### src/rtl/fcull_pkg.sv
package fcull_pkg;

   localparam int PLANE_COUNT_DEFAULT = 6;
   localparam int PLANE_MAX           = 6;
   localparam int AXES                = 3;

   localparam int WORD_W      = 64;
   localparam int FIELD_W     = 16;
   localparam int CSR_INDEX_W = $clog2(PLANE_MAX);
   localparam int SLOT_W      = 2;
   localparam int SLOT_T      = 3;

   // doubled centre and half extent, Q.8
   localparam int C2_W     = FIELD_W + 1;
   localparam int MA_W     = FIELD_W + 1;
   localparam int PC_W     = FIELD_W + C2_W;
   localparam int PH_W     = MA_W + C2_W;
   // doubled world centre and half extent, Q.16
   localparam int WC_W     = PH_W + 2;
   localparam int TR_SHIFT = 9;
   // doubled plane distance and radius, Q.30
   localparam int PD_W     = FIELD_W + WC_W;
   localparam int PR_W     = MA_W + WC_W;
   localparam int SUM_W    = PR_W + 2;
   localparam int TOT_W    = SUM_W + 1;
   localparam int D_SHIFT  = 23;

   typedef struct packed {
      logic [AXES-1:0][WC_W-1:0] wc;
      logic [AXES-1:0][WC_W-1:0] wh;
   } world_type;

   function automatic logic signed [FIELD_W-1:0] field16(logic [WORD_W-1:0] w,
                                                         logic [SLOT_W-1:0] slot);
      logic [WORD_W-1:0] s;
      s = w >> (FIELD_W * (SLOT_T - int'(slot)));
      return $signed(s[FIELD_W-1:0]);
   endfunction

   function automatic logic signed [MA_W-1:0] abs_ext(logic signed [FIELD_W-1:0] v);
      logic signed [MA_W-1:0] e;
      e = MA_W'(v);
      return e[MA_W-1] ? -e : e;
   endfunction

endpackage

### src/rtl/fcull_csr.sv
module fcull_csr #(
   parameter int PLANE_COUNT = fcull_pkg::PLANE_COUNT_DEFAULT
) (
   input  logic                                              clock,
   input  logic                                              reset,
   input  logic                                              csr_wr_en,
   input  logic [fcull_pkg::CSR_INDEX_W-1:0]                 csr_index,
   input  logic [fcull_pkg::WORD_W-1:0]                      csr_wr_data,
   output logic [PLANE_COUNT-1:0][fcull_pkg::WORD_W-1:0]     planes
);

   logic [PLANE_COUNT-1:0][fcull_pkg::WORD_W-1:0] planes_ff;
   logic [PLANE_COUNT-1:0][fcull_pkg::WORD_W-1:0] planes_in;

   always_comb begin
      planes_in = planes_ff;
      for (int i = 0; i < PLANE_COUNT; i++) begin
         if (csr_wr_en && csr_index == fcull_pkg::CSR_INDEX_W'(i)) begin
            planes_in[i] = csr_wr_data;
         end
      end
   end

   always_ff @(posedge clock) begin
      if (reset) begin
         planes_ff <= '0;
      end else begin
         planes_ff <= planes_in;
      end
   end

   assign planes = planes_ff;

endmodule

### config.mk
export PLATFORM = sky130hd
export DESIGN_NAME = fcull_csr
export DESIGN_NICKNAME = d
export VERILOG_FILES = /design/src/rtl/fcull_pkg.sv /design/src/rtl/fcull_csr.sv
export SDC_FILE = /design/constraint.sdc
export NUM_CORES = 1
export LEC_CHECK = 0
export ABC_CLOCK_PERIOD_IN_PS = 1100
export BUFFER_PORTS_ARGS = -buffer_cell sky130_fd_sc_hd__buf_4
export CORE_MARGIN = 2
export CORE_UTILIZATION = 46
export DETAILED_ROUTE_END_ITERATION = 12
export PLACE_DENSITY = 0.73
export SETUP_SLACK_MARGIN = 0.05
export SYNTH_ARGS = -nofsm -noshare
export SYNTH_HDL_FRONTEND = slang
export SYNTH_SLANG_ARGS = --single-unit
### constraint.sdc
create_clock -name clock -period 1.1 [get_ports clock]
set_input_delay 0.165 -clock clock [delete_from_list [all_inputs] [get_ports clock]]
set_output_delay 0.165 -clock clock [all_outputs]
set_load 0.01 [all_outputs]
## Word level (Yosys, flattened, before mapping)

Index checks and enable logic that the tools add are counted.

| word-level totals | value |
|---|---|
| register bits after elaboration | 384 |
| bits in latches | 0 |
| memory bits (writable) | 0 |
| memory bits (read-only) | 0 |
| input port bits | 70 |
| output and inout port bits | 384 |
| logic and storage cells | 18 |
| memories | 0 |

| cells by class | value |
|---|---|
| add/sub/neg operators | 0 |
| $mul | 0 |
| div/mod/pow operators | 0 |
| $lt $le $gt $ge | 0 |
| equality and inequality tests | 5 |
| shift-type cells | 0 |
| mux-type cells | 0 |
| bitwise gates (word level) | 0 |
| reductions and logical operators | 7 |

Operators by type and width:

| cell | number |
|---|---|
| == test 3 x 2 -> 1 bit (second input constant) | 2 |
| == test 3 bit (second input constant) | 2 |
| logical AND 1 bit | 6 |
| == test 3 x 1 -> 1 bit (second input constant) | 1 |
| zero test 3 bit | 1 |

## Logic depth before layout (Yosys ltp)

Gate-level depths: netlist (run 1).

| depth | value |
|---|---|
| depth in word-level cells | 2 |
| mapped depth | 5 |
| gate-level depth less buffers | 2 |

## Worst setup path after synthesis (run 1)

Ideal clock, no wire load.

| path | value |
|---|---|
| path kind | input to register |
| from | input csr_index[0] in the netlist's numbering |
| to | register planes_ff, in the netlist planes[53] |
| setup time | 0.124 ns |
| arrival | 1.066 ns |
| data required time | 0.976 ns |
| setup slack | -0.090 ns |
| stages | 4 |
| buffers on the path | 2 |
| cell sequence | or4b_1 > clkbuf_2 > buf_6 > mux2i_1 |

| on the way | value |
|---|---|
| longest elaborated chain between the ends | 2 |

RTL lines:

| item | RTL line | source |
|---|---|---|
| from (decl) | fcull_csr.sv:7 | `input logic [fcull_pkg::CSR_INDEX_W-1:0] csr_index,` |
| zero test 3 bit | fcull_csr.sv:18 | `if (csr_wr_en && csr_index == fcull_pkg::CSR_INDEX_W'(i)) begin` |
| logical AND 1 bit | fcull_csr.sv:18 |  |
| to (signal assigned) | fcull_csr.sv:28 | `planes_ff <= planes_in;` |
| to (decl) | fcull_csr.sv:12 | `logic [PLANE_COUNT-1:0][fcull_pkg::WORD_W-1:0] planes_ff;` |

No other way between the ends.
A chain may end at the register's enable or synchronous reset.

## Final worst setup path (run 1)

| path | value |
|---|---|
| from | register planes_ff, in the netlist planes[61] |
| to | output planes[61] in the netlist's numbering |

RTL lines:

| item | RTL line | source |
|---|---|---|
| to (decl) | fcull_csr.sv:9 | `output logic [PLANE_COUNT-1:0][fcull_pkg::WORD_W-1:0] planes` |

No word-level cell between the ends.

==> results of run 1 <==
-- Yosys cell counts, drive strengths merged --
cell type / count / share of area
and4bb: 1 / 0.00084
buf: 43 / 0.016
clkbuf: 50 / 0.013
dfxtp: 384 / 0.52
mux2i: 384 / 0.26
nand2b: 448 / 0.19
nand4b: 2 / 0.0012
nand4bb: 3 / 0.0023
nor4b: 1 / 0.00059
or4b: 1 / 0.00067
-- metal layers --
layer	global-route usage	wire (um)	share of wire
met3	0.0660	3020	0.063
met2	0.461	24000	0.50
met4	0.112	2170	0.045
met1	0.305	18700	0.39
met5	0	0	0
-- worst max path at each step --
stage / end / depth (start not counted) / from / slack (ns)
finish: planes[61] / 1 / planes[61] / -0.06
global route: planes[62] / 1 / planes[62] / -0.08
CTS: planes[61] / 1 / planes[61] / -0.08
detailed placement: planes[25] / 5 / csr_index[0] / -0.36
global placement: planes[30] / 5 / csr_index[0] / -0.31
floorplan: planes[58] / 4 / csr_index[0] / -0.09
-- cells by family (layout without fill, tap and decap cells) --
group / Yosys count / after routing / synth area share
DFF: 384 / 384 / 0.518
buffers and inverters: 93 / 796 / 0.0285
and+or+nand+nor: 456 / 456 / 0.194
muxes: 384 / 384 / 0.259
-- repair_timing --
action                                  CTS  global route
buffers inserted                         47           116
gates resized for setup                 769             1
endpoints found under the setup margin  384           384
hold buffers                             36             0
endpoints found under the hold margin   209             0
-- cell type report --
class	instances	area, um^2
Timing Repair Buffer	724	7350
Multi-Input combinational cell	840	7050
Fill cell	1939	7270
Sequential cell	384	8170
Clock buffer	64	1190
Clock inverter	8	95.1
Tap cell	402	503
-- layout by cell type (no fill, tap or decap) --
| cell type | Yosys | layout |
|---|---|---|
| sky130_fd_sc_hd__nand2b_1 | 448 | 412 |
| sky130_fd_sc_hd__mux2i_1 | 384 | 384 |
| sky130_fd_sc_hd__buf_6 | 1 | 384 |
| sky130_fd_sc_hd__dfxtp_2 | 0 | 382 |
| sky130_fd_sc_hd__buf_4 | 5 | 273 |
| sky130_fd_sc_hd__clkbuf_16 | 0 | 41 |
| sky130_fd_sc_hd__nand2b_4 | 0 | 36 |
| sky130_fd_sc_hd__dlygate4sd3_1 | 0 | 36 |
| sky130_fd_sc_hd__buf_12 | 0 | 30 |
| sky130_fd_sc_hd__clkbuf_1 | 49 | 15 |
| sky130_fd_sc_hd__clkbuf_8 | 0 | 9 |
| sky130_fd_sc_hd__clkinv_2 | 0 | 4 |
| sky130_fd_sc_hd__nand4bb_4 | 0 | 3 |
| sky130_fd_sc_hd__nand4b_1 | 2 | 2 |
| sky130_fd_sc_hd__clkinvlp_4 | 0 | 2 |
| sky130_fd_sc_hd__bufinv_16 | 0 | 2 |
| sky130_fd_sc_hd__dfxtp_4 | 0 | 2 |
| sky130_fd_sc_hd__nor4b_2 | 0 | 1 |
| sky130_fd_sc_hd__and4bb_2 | 1 | 1 |
| sky130_fd_sc_hd__or4b_1 | 1 | 1 |
-- stage by stage --
stage               total power, mW  area [um^2]  setup WS (ns)  hold WS (ns)
floorplan                      16.0        15100        -0.0900         0.340
global placement               17.3        19600         -0.314         0.458
detailed placement             17.3        19600         -0.358         0.461
CTS                            31.0        23500        -0.0814        0.0219
global route                   32.0        24400        -0.0843        0.0470
finish                         31.0        24400        -0.0645        0.0337
-- power by group --
part           switching (mW)  leakage [nW]  internal [mW]
logic                    1.35          8.30           1.80
clock network            5.48         0.625           7.89
registers               0.233          3.30           14.3
total                    7.06          12.2           24.0
==> results.cfg, run 1 <==
[floorplanning]
design.core.area_um2 = 31600
dieArea_um2 = 33700
start_util = 0.469
die_w_um = 184
pin_count = 454
floorplan.rows = 65
die_h_um = 184

[sta]
finalWorstSetupSlack_ns = -0.0645
setup_viol = 384
worst-slew-pin-transition_ns = 0.388
maxClockFrequency_mhz = 859
clock_skew_after_layout_ns = 0
final-max-slew-violation-count = 0
setup_repair_after_global_routing_missed_its_margin = yes
period_share = 1.06
report.final.hold_viol_count = 0
clock_period_minus_worst_slack_ns = 1.16
timing.slew.headroom = 0.741
fin_setup_tns_ns = -8.39

[setup_path]
worstRegToRegCells = 4
crit_path_cell_trace = buf_6
worst_path_max_delay_cell = sky130_fd_sc_hd__dfxtp_4
crit_path_end_kind = output pin
worstReg2RegStart = planes[193]
critical_path_buf_inv_count = 1
crit_arrival_ns = 1.00
worst-endpoint-required_ns = 0.94
critPathLaunchType = register
critPathTopFamily = flip-flops
timing.rr.end = planes[193]
worst-r2r-setup-slack_ns = 0.26
crit_type = register to output pin
largest_incremental_delay_on_the_critical_path_ns = 0.36
cp_max_fo = 2

[final_layout]
final_util = 0.770
num-nets-final = 2060
fin_cells = 2422
antennaDiodeCount = 0
share_of_final_layout_standard_cells_stronger_than_drive_strength_1 = 0.579
largest_register_ff_count = 384
syn2layout_area_growth_pct = 64.2

[yosys]
synth_area_um2 = 14800
synth-warning-count = 0
netlist_instances = 1317
yosys.cell_types.count = 13
synth-seq-area-share = 0.518
syn_nets = 1387
ys_ff_latch = 384
synth_area_per_cell_um2 = 11.3

[drt]
ant_nets = 0
starting_drc_count_in_detailed_routing = 549
route.detailed.drc = 0
drt-vias-per-instance = 4.98
wirelength_um = 47800
drt_first_pass_iters = 5
via_count = 12100
wl_per_cell_um = 19.7

[pwr]
power_per_cell_area_nw_per_um2 = 1270
max_ir_drop_vdd_uv = 1160
p_leak_nw = 12.2

[hold_path]
min_to = planes[259]
min_path_cells = 3
worst_hold_startpoint = csr_wr_data[3]
min_path_type = input pin to register

[grt]
initial_antenna_violation_count = 0
grt_max_degree = 63
grt-ovfl-total = 0
grt_pass1_wl_um = 69500
vias_in_the_first_global_route = 12100
grt.total_usage = 0.263

[clock_network]
clk_path_buf_depth = 3
cts.root.buffer_cell = sky130_fd_sc_hd__clkbuf_16
clk-insertion-delay-late_ns = 0.52
number_of_levels_in_the_clock_h_tree = 2
numClockSinks = 384
cts-buffers-inserted = 40
tritoncts = yes
clk_pin_slew_worst_paths_ns = 0.06

[place]
portBuffers = 453
placed_cells = 2151
dp_hpwl_um = 30500
gp_congestion = 0.792

[status]
failing_checks = negative setup slack
status = finished with violations

[flow_run]
max_cap_violations = 0
No activity file was read; power rests on OpenSTA's default activity.
==> inputs of run 2 (changes only) <==
Settings changed: BUFFER_PORTS_ARGS -buffer_cell sky130_fd_sc_hd__buf_4 to unset, CORE_AREA set to 2 2 176 178, CORE_MARGIN 2 to unset, CORE_UTILIZATION 46 to unset, DIE_AREA set to 0 0 178 180, DONT_BUFFER_PORTS set to 1, GPL_TIMING_DRIVEN set to 0, HOLD_SLACK_MARGIN set to 0.06, PLACE_DENSITY 0.73 to 0.64.
==> results.cfg, run 2 (synthesized netlist as in run 1, its figures left out) <==
[sta]
finalWorstSetupSlack_ns = 0.0300
maxClockFrequency_mhz = 935
clock_skew_after_layout_ns = 0
timing.slew.headroom = 0.668
final-max-slew-violation-count = 0
setup_repair_after_global_routing_missed_its_margin = yes
setup_viol = 0
final.hold.worst_slack_ns = 0.000474
period_share = 0.973
report.final.hold_viol_count = 0
worst-slew-pin-transition_ns = 0.498
clock_period_minus_worst_slack_ns = 1.07

[place]
preCtsSetupSlack_ns = -0.555
dp_hpwl_um = 30800
gp_congestion = 0.801
placed_cells = 1713
placed_area_um2 = 15600
portBuffers = 0

[drt]
drt-met1-wl_um = 16600
routed-wl-met2_um = 20600
drt_first_pass_iters = 4
drt-vias-per-instance = 5.21
starting_drc_count_in_detailed_routing = 354
ant_nets = 0
wirelength_um = 43600
top_signal_layer_used = met4
dr_wl_met3_um = 4930
route.detailed.drc = 0
via_count = 9603
wl_per_cell_um = 23.6

[clock_network]
cts-buffers-inserted = 40
tritoncts = yes
cts.root.buffer_cell = sky130_fd_sc_hd__clkbuf_16
postCtsSetupBuffers = 0
number_of_levels_in_the_clock_h_tree = 2
clk-insertion-delay-late_ns = 0.51
cts_hold_buffers = 64
clk_path_buf_depth = 3
clk_pin_slew_worst_paths_ns = 0.06
numClockSinks = 384

[pwr]
finalPower_mw = 28.9
clockPowerShare = 0.446
pwr-share-seq = 0.492
cellInternalPower_mw = 22.2
total_switching_power_mw = 6.66
power_per_cell_area_nw_per_um2 = 1550
max_ir_drop_vdd_uv = 937
sw_frac_of_total = 0.231
power.share.combinational = 0.063
p_leak_nw = 8.59

[setup_path]
endpoint = planes[322]
timing.rr.end = planes[180]
worst-endpoint-required_ns = 0.94
worst_setup_path_startpoint = planes[322]
crit_arrival_ns = 0.91
crit_path_end_kind = output pin
worstReg2RegStart = planes[180]
worstRegToRegCells = 2
path_depth = 0
worst-r2r-setup-slack_ns = 0.40
crit_type = register to output pin
critPathLaunchType = register
cp_max_fo = 2

[floorplanning]
floorplan.rows = 64
die_h_um = 180
die_w_um = 178
pin_count = 454
dieArea_um2 = 32000
start_util = 0.492
design.core.area_um2 = 30200

[grt]
initial_antenna_violation_count = 1
grt_max_degree = 14
grt_pass1_wl_um = 63900
vias_in_the_first_global_route = 9885
grt.total_usage = 0.263
grt-ovfl-total = 0

[final_layout]
layout.cells.most_common = sky130_fd_sc_hd__nand2b_1
fin_cells = 1843
syn2layout_area_growth_pct = 25.6
num-nets-final = 1493
largest_register_ff_count = 384
fin_area_um2 = 18600
final_cell_mix = sky130_fd_sc_hd__nand2b_1 (412), sky130_fd_sc_hd__mux2i_1 (384), sky130_fd_sc_hd__dfxtp_4 (247)
multi_input_area_um2 = 7000
seqCellArea_um2 = 8790
share_of_final_layout_standard_cells_stronger_than_drive_strength_1 = 0.380
fillerInstances = 2413

[flow_run]
max_cap_violations = 0

[status]
status = finished, final reports clean

[hold_path]
min_path_type = input pin to register
-- run 2: cell type report --
| class | instances | share of cell area |
|---|---|---|
| flip-flops and latches | 384 | 0.471 |
| clock buffers | 61 | 0.0634 |
| diodes | 1 | 0.000134 |
| plain buffers | 93 | 0.0262 |
| multi-input cells | 840 | 0.375 |
| well taps | 396 | 0.0266 |
| clock inverters | 4 | 0.00268 |
| repair buffers | 64 | 0.0344 |
-- run 2: per-layer routing --
layer,track usage,vias to the layer above
li1,-,4570
met1,0.296,4591
met2,0.440,366
met3,0.119,76
met4,0.0905,0
met5,0,-
-- run 2: worst min path at each step --
| stage | from | end | slack [ns] | cells after the start |
|---|---|---|---|---|
| after floorplan | csr_wr_data[45] | planes[109] | 0.34 | 2 |
| after CTS | csr_index[2] | planes[52] | -0.01 | 3 |
| after global routing | csr_index[2] | planes[52] | 0.006 | 3 |
| final | csr_index[2] | planes[52] | 0.0005 | 3 |
| after global placement | csr_wr_data[31] | planes[351] | 0.37 | 2 |
| after detailed placement | csr_wr_data[33] | planes[97] | 0.37 | 2 |
-- run 2: what timing repair did --
action | CTS | global route
endpoints found under the setup margin | 439 | 507
gates resized for setup | 576 | 92
hold endpoints to repair | 378 | 3
pin swaps | 0 | 0
-- run 2: power groups by stage --
stage                     clock, mW  combinational, mW  sequential, mW
after floorplan                   0               1.17            14.8
after global placement            0               1.57            15.0
after detailed placement          0               1.59            15.0
after CTS                      13.2               1.82            14.3
after global routing           13.7               1.95            14.2
final                          12.9               1.81            14.2
-- run 2: metrics by stage --
stage	TNS, ns	util
finish	0	0.618
global placement	-160.24	0.518
floorplan	-0.900	-
detailed placement	-166.93	0.518
CTS	0	0.611
global route	-0.00889	0.618
==> inputs of run 3 (changes only) <==
Settings changed: CELL_PAD_IN_SITES_DETAIL_PLACEMENT set to 0, CELL_PAD_IN_SITES_GLOBAL_PLACEMENT set to 1, CORE_AREA 2 2 176 178 to unset, CORE_MARGIN set to 2, CORE_UTILIZATION set to 44, DIE_AREA 0 0 178 180 to unset, PLACE_DENSITY 0.64 to 0.72.
==> results.cfg, run 3 (synthesized netlist as in run 1, its figures left out) <==
[grt]
grt.total_usage = 0.246
initial_antenna_violation_count = 0
grt_max_degree = 14
grt_pass1_wl_um = 66500
grt-ovfl-total = 0
vias_in_the_first_global_route = 10300

[status]
failing_checks = negative hold slack
status = finished with violations

[clock_network]
clk_pin_slew_worst_paths_ns = 0.06
cts_hold_buffers = 64
cts.root.buffer_cell = sky130_fd_sc_hd__clkbuf_16
number_of_levels_in_the_clock_h_tree = 2
postCtsSetupBuffers = 0
tritoncts = yes
numClockSinks = 384
clk-insertion-delay-late_ns = 0.52
clk_path_buf_depth = 3
cts-buffers-inserted = 41

[pwr]
p_leak_nw = 8.63
max_ir_drop_vdd_uv = 953
power_per_cell_area_nw_per_um2 = 1590

[final_layout]
largest_register_ff_count = 384
fillerInstances = 2900
layout.cells.most_common = sky130_fd_sc_hd__nand2b_1
num-nets-final = 1494
syn2layout_area_growth_pct = 26.5
share_of_final_layout_standard_cells_stronger_than_drive_strength_1 = 0.377
final_cell_mix = sky130_fd_sc_hd__nand2b_1 (412), sky130_fd_sc_hd__mux2i_1 (384), sky130_fd_sc_hd__dfxtp_4 (231)
fin_area_um2 = 18800
antennaDiodeCount = 0

[place]
portBuffers = 0
placed_area_um2 = 15700
gp_congestion = 0.782
dp_hpwl_um = 31300

[drt]
via_count = 9741
wl_per_cell_um = 23.4
wirelength_um = 44400
ant_nets = 0
drt-vias-per-instance = 5.13
drt_first_pass_iters = 4
route.detailed.drc = 0
starting_drc_count_in_detailed_routing = 288

[sta]
setup_viol = 0
report.final.hold_viol_count = 2
worst-slew-pin-transition_ns = 0.446
clock_skew_after_layout_ns = 0
period_share = 0.975
timing.slew.headroom = 0.703
maxClockFrequency_mhz = 932
final.hold.worst_slack_ns = -0.0217
clock_period_minus_worst_slack_ns = 1.07
fin_setup_tns_ns = 0
setup_repair_after_global_routing_missed_its_margin = yes
final-max-slew-violation-count = 0

[hold_path]
min_path_type = input pin to register

[setup_path]
crit_path_end_kind = output pin
crit_type = register to output pin
crit_arrival_ns = 0.91
cp_max_fo = 2
worst-endpoint-required_ns = 0.94
critPathLaunchType = register

[flow_run]
max_cap_violations = 0

[floorplanning]
dieArea_um2 = 35200
design.core.area_um2 = 33400
start_util = 0.445
floorplan.rows = 67
die_h_um = 188
die_w_um = 188
pin_count = 454
[run 3: cell types whose count changed in the layout (fill, tap and decap cells not counted), moves of 2 or more]
cell                         change
sky130_fd_sc_hd__dfxtp_2        +16
sky130_fd_sc_hd__clkbuf_2        -8
sky130_fd_sc_hd__dfxtp_4        -16
sky130_fd_sc_hd__clkbuf_1        +8
sky130_fd_sc_hd__clkbuf_16       +2
sky130_fd_sc_hd__clkbuf_8        +2
sky130_fd_sc_hd__clkinvlp_4      -2
[run 3: repair_timing]
action | 4_1_cts | 5_1_grt
gates resized for setup | 558 | 84
endpoints found under the setup margin | 460 | 524
gates cloned | 0 | 0
endpoints found under the hold margin | 378 | 2
[run 3: worst paths after layout]
check	from	end	slack, ns	depth (start not counted)
setup / recovery	planes[257]	planes[257]	0.03	0
hold / removal	csr_index[2]	planes[51]	-0.02	3
setup reg to reg	planes[87]	planes[87]	0.41	2
hold reg to reg	planes[6]	planes[6]	0.49	2
[run 3: per-stage QoR]
step                utilization  instances  setup slack, ns  total power, mW
detailed placement        0.471       1765           -0.651             16.6
CTS                       0.557       1900          0.00289             30.2
floorplan                     -       1317          -0.0900             16.0
global placement          0.471       1765           -0.644             16.5
finish                    0.563       1900           0.0271             29.8
global route              0.563       1900         -0.00359             30.8
[run 3: layer usage]
| layer | global-route usage | share of wire | vias up |
|---|---|---|---|
| met4 | 0.0906 | 0.037 | 0 |
| met1 | 0.282 | 0.39 | 4681 |
| met2 | 0.415 | 0.47 | 388 |
| li1 | - | - | 4578 |
| met5 | 0 | 0 | - |
| met3 | 0.0971 | 0.10 | 94 |
[run 3: power breakdown]
group	total, mW	switching, mW	internal (mW)
sequential	14.2	0.424	13.8
clock	13.7	5.42	8.29
combinational	1.82	0.953	0.871
[run 3: final cells by class]
class                           count  area [um^2]  area share
Buffer                             93          482      0.0257
Tap cell                          448          561      0.0299
Multi-Input combinational cell    840         7000       0.373
Clock inverter                      5         78.8     0.00420
Sequential cell                   384         8750       0.466
Clock buffer                       66         1260      0.0673
Timing Repair Buffer               64          641      0.0341
